$ cat src/design/hcbp_pkg.sv
// ----------------------------------------------------------------------------
// hcbp_pkg
// Types and constants shared by the Huffman code bit packer modules.
// ----------------------------------------------------------------------------
package hcbp_pkg;

  localparam int KIND_W    = 2;
  localparam int SYM_W     = 8;
  localparam int WORD_W    = 32;
  localparam int LEN_W     = 6;
  localparam int BYTE_W    = 8;
  localparam int PEND_W    = 7;
  localparam int CNT_W     = 3;
  localparam int ACC_W     = PEND_W + WORD_W;   // pending bits plus one code word
  localparam int ALIGN_W   = ACC_W + 1;         // byte multiple for left alignment
  localparam int OBUF_BYTES = 4;
  localparam int OBUF_W    = OBUF_BYTES * BYTE_W;
  localparam int OCNT_W    = 3;

  typedef enum logic [KIND_W-1:0] {
    KIND_LOAD   = 2'd0,
    KIND_ENCODE = 2'd1,
    KIND_FLUSH  = 2'd2
  } kind_e;

  // Stage-1 item handed to the packer
  typedef struct packed {
    logic              valid;
    kind_e             kind;
    logic [WORD_W-1:0] word;
    logic [LEN_W-1:0]  len;
  } lookup_t;

endpackage

$ cat src/design/hcbp_if.sv


interface hcbp_out_if;
  logic                          valid;
  logic                          ready;
  logic [hcbp_pkg::BYTE_W-1:0]   out_byte;
  logic                          last_of_run;
  logic                          stream_end;

  modport source (output valid, out_byte, last_of_run, stream_end, input ready);
  modport sink   (input valid, out_byte, last_of_run, stream_end, output ready);
endinterface

$ cat src/design/hcbp_packer.sv
// ----------------------------------------------------------------------------
// hcbp_packer
// Bit accumulator and byte output register; drains up to four bytes per item.
// ----------------------------------------------------------------------------
module hcbp_packer (
  input  logic              clk_i,
  input  logic              rst_ni,
  input  hcbp_pkg::lookup_t look_i,
  output logic              take_o,
  hcbp_out_if.source        out_o
);
  import hcbp_pkg::*;

  logic [PEND_W-1:0]  pend_q, pend_d;
  logic [CNT_W-1:0]   cnt_q, cnt_d;
  logic [OCNT_W-1:0]  ocnt_q, ocnt_d;
  logic [OBUF_W-1:0]  obuf_q, obuf_d;
  logic               end_q, end_d;

  logic               xfer;
  logic               out_beat;
  logic [ACC_W-1:0]   acc;
  logic [LEN_W-1:0]   total;
  logic [ALIGN_W-1:0] aligned;
  logic [CNT_W-1:0]   rem;
  logic [PEND_W-1:0]  rem_mask;
  logic [BYTE_W-1:0]  flush_byte;

  assign out_beat = out_o.valid && out_o.ready;
  assign take_o   = (ocnt_q == '0) || ((ocnt_q == OCNT_W'(1)) && out_o.ready);
  assign xfer     = look_i.valid && take_o;

  always_comb begin
    acc        = (ACC_W'(pend_q) << look_i.len) | ACC_W'(look_i.word);
    total      = LEN_W'(cnt_q) + look_i.len;
    // earliest stream bit moves to the top
    aligned    = ALIGN_W'(acc) << (LEN_W'(ALIGN_W) - total);
    rem        = total[CNT_W-1:0];
    rem_mask   = {PEND_W{1'b1}} >> (CNT_W'(PEND_W) - rem);
    flush_byte = BYTE_W'({1'b0, pend_q} << (4'(BYTE_W) - {1'b0, cnt_q}));
  end

  always_comb begin
    pend_d = pend_q;
    cnt_d  = cnt_q;
    ocnt_d = ocnt_q;
    obuf_d = obuf_q;
    end_d  = end_q;
    if (xfer) begin
      ocnt_d = '0;
      case (look_i.kind)
        KIND_ENCODE: begin
          if (look_i.len != '0) begin
            obuf_d = aligned[ALIGN_W-1:ALIGN_W-OBUF_W];
            ocnt_d = OCNT_W'(total[LEN_W-1:CNT_W]);
            end_d  = 1'b0;
            pend_d = acc[PEND_W-1:0] & rem_mask;
            cnt_d  = rem;
          end
        end
        KIND_FLUSH: begin
          if (cnt_q != '0) begin
            obuf_d = {flush_byte, {(OBUF_W-BYTE_W){1'b0}}};
            ocnt_d = OCNT_W'(1);
            end_d  = 1'b1;
            pend_d = '0;
            cnt_d  = '0;
          end
        end
        default: begin
          ocnt_d = '0;
        end
      endcase
    end else if (out_beat) begin
      obuf_d = obuf_q << BYTE_W;
      ocnt_d = ocnt_q - OCNT_W'(1);
    end
  end

  always_ff @(posedge clk_i or negedge rst_ni) begin
    if (!rst_ni) begin
      pend_q <= '0;
      cnt_q  <= '0;
      ocnt_q <= '0;
    end else begin
      pend_q <= pend_d;
      cnt_q  <= cnt_d;
      ocnt_q <= ocnt_d;
    end
  end

  always_ff @(posedge clk_i) begin
    obuf_q <= obuf_d;
    end_q  <= end_d;
  end

  assign out_o.valid       = (ocnt_q != '0);
  assign out_o.out_byte    = obuf_q[OBUF_W-1:OBUF_W-BYTE_W];
  assign out_o.last_of_run = (ocnt_q == OCNT_W'(1));
  assign out_o.stream_end  = end_q;

  a_ocnt_bound: assert property (@(posedge clk_i) disable iff (!rst_ni)
    ocnt_q <= OCNT_W'(OBUF_BYTES))
    else $error("output byte count above buffer depth");

  a_flush_single: assert property (@(posedge clk_i) disable iff (!rst_ni)
    (out_o.valid && out_o.stream_end) |-> (ocnt_q == OCNT_W'(1)))
    else $error("flush beat is not a single last beat");

  a_flush_clears: assert property (@(posedge clk_i) disable iff (!rst_ni)
    (xfer && look_i.kind == KIND_FLUSH) |=> (cnt_q == '0 && pend_q == '0))
    else $error("flush left pending bits");

  a_drain_blocks: assert property (@(posedge clk_i) disable iff (!rst_ni)
    (ocnt_q > OCNT_W'(1)) |=> (ocnt_q != '0 && !$fell(out_o.valid)))
    else $error("multi-byte run ended early");

endmodule
$ cat src/flat_wrapper.sv
// flat-port wrapper written by rule: the top's interface ports become plain ports
module hcbp_packer_flat import hcbp_pkg::*;
  (clk_i, rst_ni, look_i, take_o, out_o_valid, out_o_out_byte, out_o_last_of_run, out_o_stream_end, out_o_ready);
  hcbp_out_if out_o_i ();
  input  logic clk_i;
  input  logic rst_ni;
  input  hcbp_pkg::lookup_t look_i;
  output logic take_o;
  output wire logic [$bits(out_o_i.valid)-1:0] out_o_valid;
  output wire logic [$bits(out_o_i.out_byte)-1:0] out_o_out_byte;
  output wire logic [$bits(out_o_i.last_of_run)-1:0] out_o_last_of_run;
  output wire logic [$bits(out_o_i.stream_end)-1:0] out_o_stream_end;
  input wire logic [$bits(out_o_i.ready)-1:0] out_o_ready;
  assign out_o_valid = out_o_i.valid;
  assign out_o_out_byte = out_o_i.out_byte;
  assign out_o_last_of_run = out_o_i.last_of_run;
  assign out_o_stream_end = out_o_i.stream_end;
  assign out_o_i.ready = out_o_ready;
  hcbp_packer u_core (.clk_i(clk_i), .rst_ni(rst_ni), .look_i(look_i), .take_o(take_o), .out_o(out_o_i));
endmodule
$ cat config.mk
export PLATFORM = sky130hd
export DESIGN_NAME = hcbp_packer_flat
export DESIGN_NICKNAME = d
export VERILOG_FILES = /design/src/design/hcbp_pkg.sv /design/src/design/hcbp_if.sv /design/src/design/hcbp_packer.sv /design/src/flat_wrapper.sv
export SDC_FILE = /design/constraint.sdc
export NUM_CORES = 1
export LEC_CHECK = 0
export BUFFER_PORTS_ARGS = -buffer_cell sky130_fd_sc_hd__buf_2
export CORE_ASPECT_RATIO = 2
export CORE_MARGIN = 10
export CORE_UTILIZATION = 33
export DETAILED_ROUTE_END_ITERATION = 8
export PLACE_DENSITY = 0.52
export SLEW_MARGIN = 30
export SYNTH_ARGS = -nofsm -noshare
export SYNTH_HDL_FRONTEND = slang
export SYNTH_SLANG_ARGS = --single-unit
$ cat constraint.sdc
create_clock -name clk_i -period 9.2 [get_ports clk_i]
set_input_delay 0.92 -clock clk_i [delete_from_list [all_inputs] [get_ports clk_i]]
set_output_delay 0.92 -clock clk_i [all_outputs]
set_load 0.05 [all_outputs]
Word level (Yosys, flattened, before mapping)

Cells that the tools add are included.

Bits in read-only memories: 0
Word-level logic and storage cells: 55
Bits in latches: 0
Memory bits (writable): 0
Output and inout port bits: 12
Memories: 0
Flip-flop bits (word level): 46
Input port bits: 44

Eq/ne operators: 8
Reductions and logical operators: 12
Add/subtract/negate cells: 5
$lt $le $gt $ge: 0
Divide/modulo/power cells: 0
Mux-type cells: 19
Shift operators: 4
$mul: 0
Bitwise operators: 2

Operators with widths:

| cell                  | number |
|---|---|
| $mux W32              | 4 |
| $pmux W32 S2          | 1 |
| $shl A39 B6 Y40       | 1 |
| $or A39 B32 Y39       | 1 |
| $shl A7 B6 Y39        | 1 |
| $mux W3               | 5 |
| $mux W7               | 2 |
| $pmux W7 S2           | 1 |
| $pmux W3 S2           | 2 |
| $ne A3 B3 Y1 const B  | 3 |
| $reduce_and A4 Y1     | 2 |
| $shl A7 B4 Y8         | 1 |
| $and A7 B7 Y7         | 1 |
| $shr A7 B3 Y7 const A | 1 |
| $add A3 B6 Y6         | 1 |
| $reduce_bool A3 Y1    | 2 |
| $reduce_bool A6 Y1    | 1 |
| $sub A6 B6 Y6 const A | 1 |
| $ne A2 B1 Y1 const B  | 2 |
| $reduce_bool A2 Y1    | 2 |
| $sub A4 B3 Y4 const A | 1 |
| $eq A3 B1 Y1 const B  | 1 |
| $logic_and A1 B1 Y1   | 3 |
| $logic_not A3 Y1      | 1 |
| other kinds (7)       | 9 |

Depth between registers and ports, before layout

Word-level depth: 6
Mapped depth: 16
Mapped depth without buffers: 12

Least setup slack after synthesis

OpenSTA, ideal clock, no wires.

Kind: input to register
Start point: input look_i[0] (netlist bit)
End point: register u_core.obuf_q[28] (data pin)
Arrival: 4.400 ns
Data required time: 8.924 ns
Buffers on the path: 5
Path slack: 4.525 ns
Library setup time: 0.276 ns
Stages on the path: 14
Cells stage by stage: ha_1 inv_1 clkbuf_1 clkbuf_1 ha_1 inv_1 ha_1 clkbuf_1 clkinv_1 buf_1 clkbuf_1 mux2_2 a221oi_1 o311ai_1

Word-level cells in the longest chain between the ends: 6
Elaborated cells between the ends (all ways): 8
Classes of those cells: add/sub (2); shift (2); mux (3); bitwise (1)

RTL lines:

| what                                                    | RTL line                             | source |
|---|---|---|
| start, declared                                         | flat_wrapper.sv:7                    | `input hcbp_pkg::lookup_t look_i;` |
| $add A3 B6 Y6 / $shl A7 B6 Y39 (equally long branches)  | hcbp_packer.sv:35, hcbp_packer.sv:34 |  |
| $sub A6 B6 Y6 / $or A39 B32 Y39 (equally long branches) | hcbp_packer.sv:37, hcbp_packer.sv:34 |  |
| $shl A39 B6 Y40 (*)                                     | hcbp_packer.sv:37                    | `aligned = ALIGN_W'(acc) << (LEN_W'(ALIGN_W) - total);` |
| $mux W32 (*)                                            | hcbp_packer.sv:53                    | `if (look_i.len != '0) begin` |
| $pmux W32 S2 (*)                                        | hcbp_packer.sv:51                    | `case (look_i.kind)` |
| $mux W32 (*)                                            | hcbp_packer.sv:49                    | `if (xfer) begin` |
| named net u_core.obuf_d[28]                             | hcbp_packer.sv:17                    | `logic [OBUF_W-1:0] obuf_q, obuf_d;` |
| end signal, assigned                                    | hcbp_packer.sv:93                    | `obuf_q <= obuf_d;` |
| end, declared                                           | hcbp_packer.sv:17                    |  |

Mark *: on every way through the listed nets, which the timed path passes. The rest lies on a longest branch. The select of a mux whose other input is x is not followed.
A chain may end at the register's enable or synchronous reset.

Worst setup path in the final report

Ends and elaborated chain as after synthesis.

==> impl_metrics.prom <==
# TYPE chip_impl_metric gauge
chip_impl_metric{name="hold_ws",unit="ns"} 0.495
chip_impl_metric{name="max_freq",unit="MHz"} 196
chip_impl_metric{name="post_route_cells_drive_above_1_share",unit="%"} 19.3
chip_impl_metric{name="wirelength",unit="microns"} 24200
chip_impl_metric{name="power.share.switching",unit="%"} 57.0
chip_impl_metric{name="count_of_cell_types_in_the_netlist",unit=""} 83
chip_impl_metric{name="floorplan.die.width",unit="microns"} 115
chip_impl_metric{name="floorplan_core_area",unit="sq um"} 17800
chip_impl_metric{name="detailedRoute.firstIterationViolations",unit=""} 560
chip_impl_metric{name="total_gr_overflow",unit=""} 0
chip_impl_info{name="hp-class",value="in2async"} 1
chip_impl_metric{name="max-cap-violations",unit=""} 0
chip_impl_metric{name="timing.final.hold_violations",unit=""} 0
chip_impl_metric{name="buffer_levels_on_the_longest_clock_path",unit=""} 2
chip_impl_metric{name="grt_max_degree",unit=""} 53
chip_impl_metric{name="synth_edf_count",unit=""} 33
chip_impl_metric{name="tritoncts.num_buffers",unit=""} 5
chip_impl_metric{name="internal_power",unit="uW"} 1280
chip_impl_info{name="ctsRootBufferMaster",value="sky130_fd_sc_hd__clkbuf_16"} 1
chip_impl_metric{name="place_worst_setup_slack",unit="ns"} 3.82
chip_impl_metric{name="post_cts_resize_count",unit=""} 0
chip_impl_metric{name="switching_power",unit="uW"} 1700
chip_impl_metric{name="power_leakage",unit="uW"} 0.00247
chip_impl_metric{name="seq_area_frac_synth",unit="%"} 22.0
chip_impl_metric{name="place.gp.congestion",unit=""} 1.01
chip_impl_metric{name="report.final.slew_viol_count",unit=""} 0
chip_impl_metric{name="dieArea",unit="sq um"} 24300
chip_impl_metric{name="relSlewSlack",unit="%"} 34.3
chip_impl_metric{name="syn_area_per_cell",unit="sq um"} 8.61
chip_impl_metric{name="die_h",unit="microns"} 211
chip_impl_metric{name="ir_worst_vdd",unit="mV"} 0.202
chip_impl_metric{name="tns",unit="ns"} 0
chip_impl_metric{name="worst_setup_hold_path_clk_slew",unit="ns"} 0.08
chip_impl_metric{name="worst_ep_arrival_time",unit="ns"} 5.12
chip_impl_metric{name="fin_skew",unit="ns"} 0.0166
chip_impl_metric{name="via_count_of_the_first_global_routing_pass",unit=""} 6117
chip_impl_metric{name="cts_hold_repair.buffers",unit=""} 0
chip_impl_metric{name="period_minus_slack",unit="ns"} 5.10
chip_impl_info{name="criticalPathCategory",value="in2reg"} 1
chip_impl_metric{name="syn_inst",unit=""} 696
chip_impl_metric{name="worst-path-max-fanout",unit=""} 31
chip_impl_info{name="cts_tree",value="built"} 1
chip_impl_metric{name="rr_worst_depth",unit=""} 13
chip_impl_metric{name="async_set_or_reset_register_ratio_after_synthesis",unit="%"} 28.3
chip_impl_info{name="run_status",value="finished, final reports clean"} 1
chip_impl_metric{name="wl_per_cell",unit="microns"} 26.3
chip_impl_metric{name="power_density",unit="nW/um^2"} 462
chip_impl_metric{name="synthToLayoutAreaGrowth",unit="%"} 7.71
chip_impl_metric{name="endpoints_failing_setup",unit=""} 0
chip_impl_metric{name="htree_num_levels",unit=""} 2
chip_impl_metric{name="final.setup.worst_slack",unit="ns"} 4.10
chip_impl_metric{name="postRouteAntennaNets",unit=""} 0
chip_impl_metric{name="multi_input_combinational_cell_area",unit="sq um"} 4280
chip_impl_metric{name="layout.cell_area.non_filler",unit="sq um"} 6450
chip_impl_info{name="timing.critical_path.from",value="look_i[0]"} 1
chip_impl_metric{name="sequential_cell_area",unit="sq um"} 1320
chip_impl_metric{name="track_usage",unit="%"} 19.4
chip_impl_info{name="critical_path.reg2reg.endpoint",value="u_core.obuf_q[28]"} 1
chip_impl_metric{name="final.fill_count",unit=""} 1867
chip_impl_metric{name="clock-sinks",unit=""} 46
chip_impl_metric{name="placement.io_buffers",unit=""} 55
chip_impl_metric{name="reg2reg_setup_slack",unit="ns"} 4.53
chip_impl_metric{name="first_pass_grt_wire_length",unit="microns"} 37000
chip_impl_metric{name="synthesis.area",unit="sq um"} 5990
chip_impl_metric{name="post-cts-setup-buffer-count",unit=""} 0
chip_impl_metric{name="post-route-drc-count",unit=""} 0
chip_impl_metric{name="pwr-share-comb",unit="%"} 79.5
chip_impl_metric{name="finalCoreUtilization",unit="%"} 36.3
chip_impl_metric{name="detailedPlacementHpwl",unit="microns"} 19400
chip_impl_metric{name="worst-slew-pin-transition",unit="ns"} 0.979
chip_impl_metric{name="layout.nets",unit=""} 763
chip_impl_metric{name="floorplan.initialDensity",unit="%"} 33.7
chip_impl_metric{name="yosys_warn_count",unit=""} 0
chip_impl_metric{name="post-route-period-util",unit="%"} 55.5
chip_impl_metric{name="dpl_cell_area",unit="sq um"} 6300
chip_impl_metric{name="seqPwrFrac",unit="%"} 14.1
chip_impl_info{name="critPathCapture",value="u_core.obuf_q[28]"} 1
chip_impl_info{name="timing.rr.start",value="u_core.cnt_q[0]"} 1
chip_impl_metric{name="worstPathRequired",unit="ns"} 9.22
chip_impl_info{name="critPathLaunchType",value="input port"} 1
chip_impl_metric{name="worst_skew_pair_later_pin_latency",unit="ns"} 0.30
chip_impl_info{name="synth_top_flop_cell",value="sky130_fd_sc_hd__edfxtp_1"} 1
chip_impl_info{name="cp-end-kind",value="flop"} 1
chip_impl_metric{name="yosys_register_bits",unit=""} 46
chip_impl_metric{name="pwr-share-clk",unit="%"} 6.4
chip_impl_metric{name="synth_nets",unit=""} 755
chip_impl_metric{name="site_row_count",unit=""} 69
chip_impl_metric{name="ioPinCount",unit=""} 56
chip_impl_metric{name="vias",unit=""} 6134
chip_impl_metric{name="grt_antenna_before_repair",unit=""} 0
chip_impl_metric{name="firstDrtPassIters",unit=""} 7
chip_impl_info{name="grt_setup_unrepaired",value="no"} 1
chip_impl_metric{name="route.detailed.vias_per_inst",unit=""} 6.68
chip_impl_metric{name="n_antenna_cell",unit=""} 0
-- cells in the final DEF, fill, tap and decap left out, types with 7 or more instances in the layout --
cell                        count
sky130_fd_sc_hd__nor2_1        63
sky130_fd_sc_hd__nand2_1       56
sky130_fd_sc_hd__buf_2         55
sky130_fd_sc_hd__mux2i_1       54
sky130_fd_sc_hd__a21oi_1       37
sky130_fd_sc_hd__edfxtp_1      33
sky130_fd_sc_hd__o21ai_0       25
sky130_fd_sc_hd__inv_1         22
sky130_fd_sc_hd__mux2_2        22
sky130_fd_sc_hd__o211ai_1      17
sky130_fd_sc_hd__mux4_2        17
sky130_fd_sc_hd__a22oi_1       15
sky130_fd_sc_hd__ha_1          14
sky130_fd_sc_hd__dfrtp_1       13
sky130_fd_sc_hd__nor2b_1       12
sky130_fd_sc_hd__a211oi_1      12
sky130_fd_sc_hd__nand3_1       12
sky130_fd_sc_hd__nor3_1        10
sky130_fd_sc_hd__buf_4         10
sky130_fd_sc_hd__a211o_1        8
sky130_fd_sc_hd__o22ai_1        8
sky130_fd_sc_hd__a21o_1         8
sky130_fd_sc_hd__a221oi_1       8
sky130_fd_sc_hd__a32oi_1        7
sky130_fd_sc_hd__nand2b_1       7
sky130_fd_sc_hd__o2bb2ai_1      7
sky130_fd_sc_hd__a31oi_1        7
sky130_fd_sc_hd__o221ai_1       7
-- logic make-up after synthesis --
logic type	after synthesis	synth area share, %
adder cells (fa/ha/maj)	15	3.26
buffers and inverters	88	6.58
XOR/XNOR	4	0.710
AND/OR/NAND/NOR	209	17.1
AO/OA/AOI/OAI	236	29.3
flip-flops	46	22.0
multiplexers	98	21.2
-- synth_stat cells, drive strengths merged, types with 10 or more instances --
| library cell | count | area share [%] |
|---|---|---|
| buf | 24 | 2.5 |
| mux2i | 54 | 9.0 |
| nand2 | 56 | 3.5 |
| mux2 | 25 | 4.9 |
| a22oi | 16 | 2.1 |
| nor2 | 66 | 4.3 |
| o211ai | 17 | 2.1 |
| mux4 | 19 | 7.3 |
| edfxtp | 33 | 17 |
| dfrtp | 13 | 5.4 |
| nor2b | 12 | 1.3 |
| nand3 | 13 | 1.2 |
| nor3 | 10 | 0.84 |
| o21ai | 25 | 2.1 |
| clkbuf | 40 | 2.5 |
| a211oi | 13 | 1.7 |
| inv | 22 | 1.4 |
| a21oi | 39 | 3.4 |
| ha | 14 | 2.9 |
-- worst min path at each step --
stage	depth (start not counted)	startpoint	endpoint
finish	1	rst_ni	u_core.cnt_q[1]
global route	1	rst_ni	u_core.cnt_q[0]
CTS	1	rst_ni	u_core.cnt_q[0]
detailed placement	2	u_core.ocnt_q[2]	u_core.ocnt_q[2]
global placement	2	u_core.ocnt_q[2]	u_core.ocnt_q[2]
floorplan	2	u_core.ocnt_q[2]	u_core.ocnt_q[2]
-- per-layer routing --
metal	part of all wire [%]	GRT usage, %	vias up
met4	7.2	13.2	0
met3	4.9	2.28	89
li1	-	-	2748
met1	35	20.2	3003
met2	53	34.8	294
met5	0	0	-
-- power groups by stage --
stage          logic, uW  clock network (uW)  registers (uW)
2_1_floorplan       1740                   0             370
3_3_place_gp        2320                   0             424
3_5_place_dp        2310                   0             423
4_1_cts             2320                 194             421
5_1_grt             2500                 201             433
6_report            2370                 191             422
-- per-stage QoR --
| stage | std cells | total power, uW |
|---|---|---|
| 2_1_floorplan | 696 | 2110 |
| 5_1_grt | 918 | 3130 |
| 3_5_place_dp | 910 | 2730 |
| 6_report | 918 | 2980 |
| 3_3_place_gp | 910 | 2740 |
| 4_1_cts | 918 | 2940 |
-- worst max-delay path: stages --
cell                        delay, ns
sky130_fd_sc_hd__buf_2           0.46
sky130_fd_sc_hd__ha_1            0.31
sky130_fd_sc_hd__fa_1            0.55
sky130_fd_sc_hd__ha_1            0.34
sky130_fd_sc_hd__buf_4           0.25
sky130_fd_sc_hd__clkinv_1        0.16
sky130_fd_sc_hd__buf_4           0.39
sky130_fd_sc_hd__nor2_1          0.14
sky130_fd_sc_hd__a21boi_0        0.16
sky130_fd_sc_hd__a221o_1         0.29
sky130_fd_sc_hd__a2111oi_0       0.51
sky130_fd_sc_hd__a21oi_1         0.23
sky130_fd_sc_hd__a22oi_1         0.25
sky130_fd_sc_hd__o311ai_1        0.14
-- flip-flops by register name, indices dropped and copies added, names as in the netlist --
signal and count:
u_core.out_o.stream_end 1, u_core.obuf_q 32, u_core.cnt_q 3, u_core.pend_q 7, u_core.ocnt_q 3
-- cell type report --
cell class | instances | area share, %
Timing Repair Buffer | 65 | 5.43
Sequential cell | 46 | 20.4
Clock inverter | 3 | 0.368
Multi-Input combinational cell | 562 | 66.3
Clock buffer | 5 | 1.94
Inverter | 24 | 1.40
Tap cell | 213 | 4.13
No activity file was read; power rests on OpenSTA's default activity.
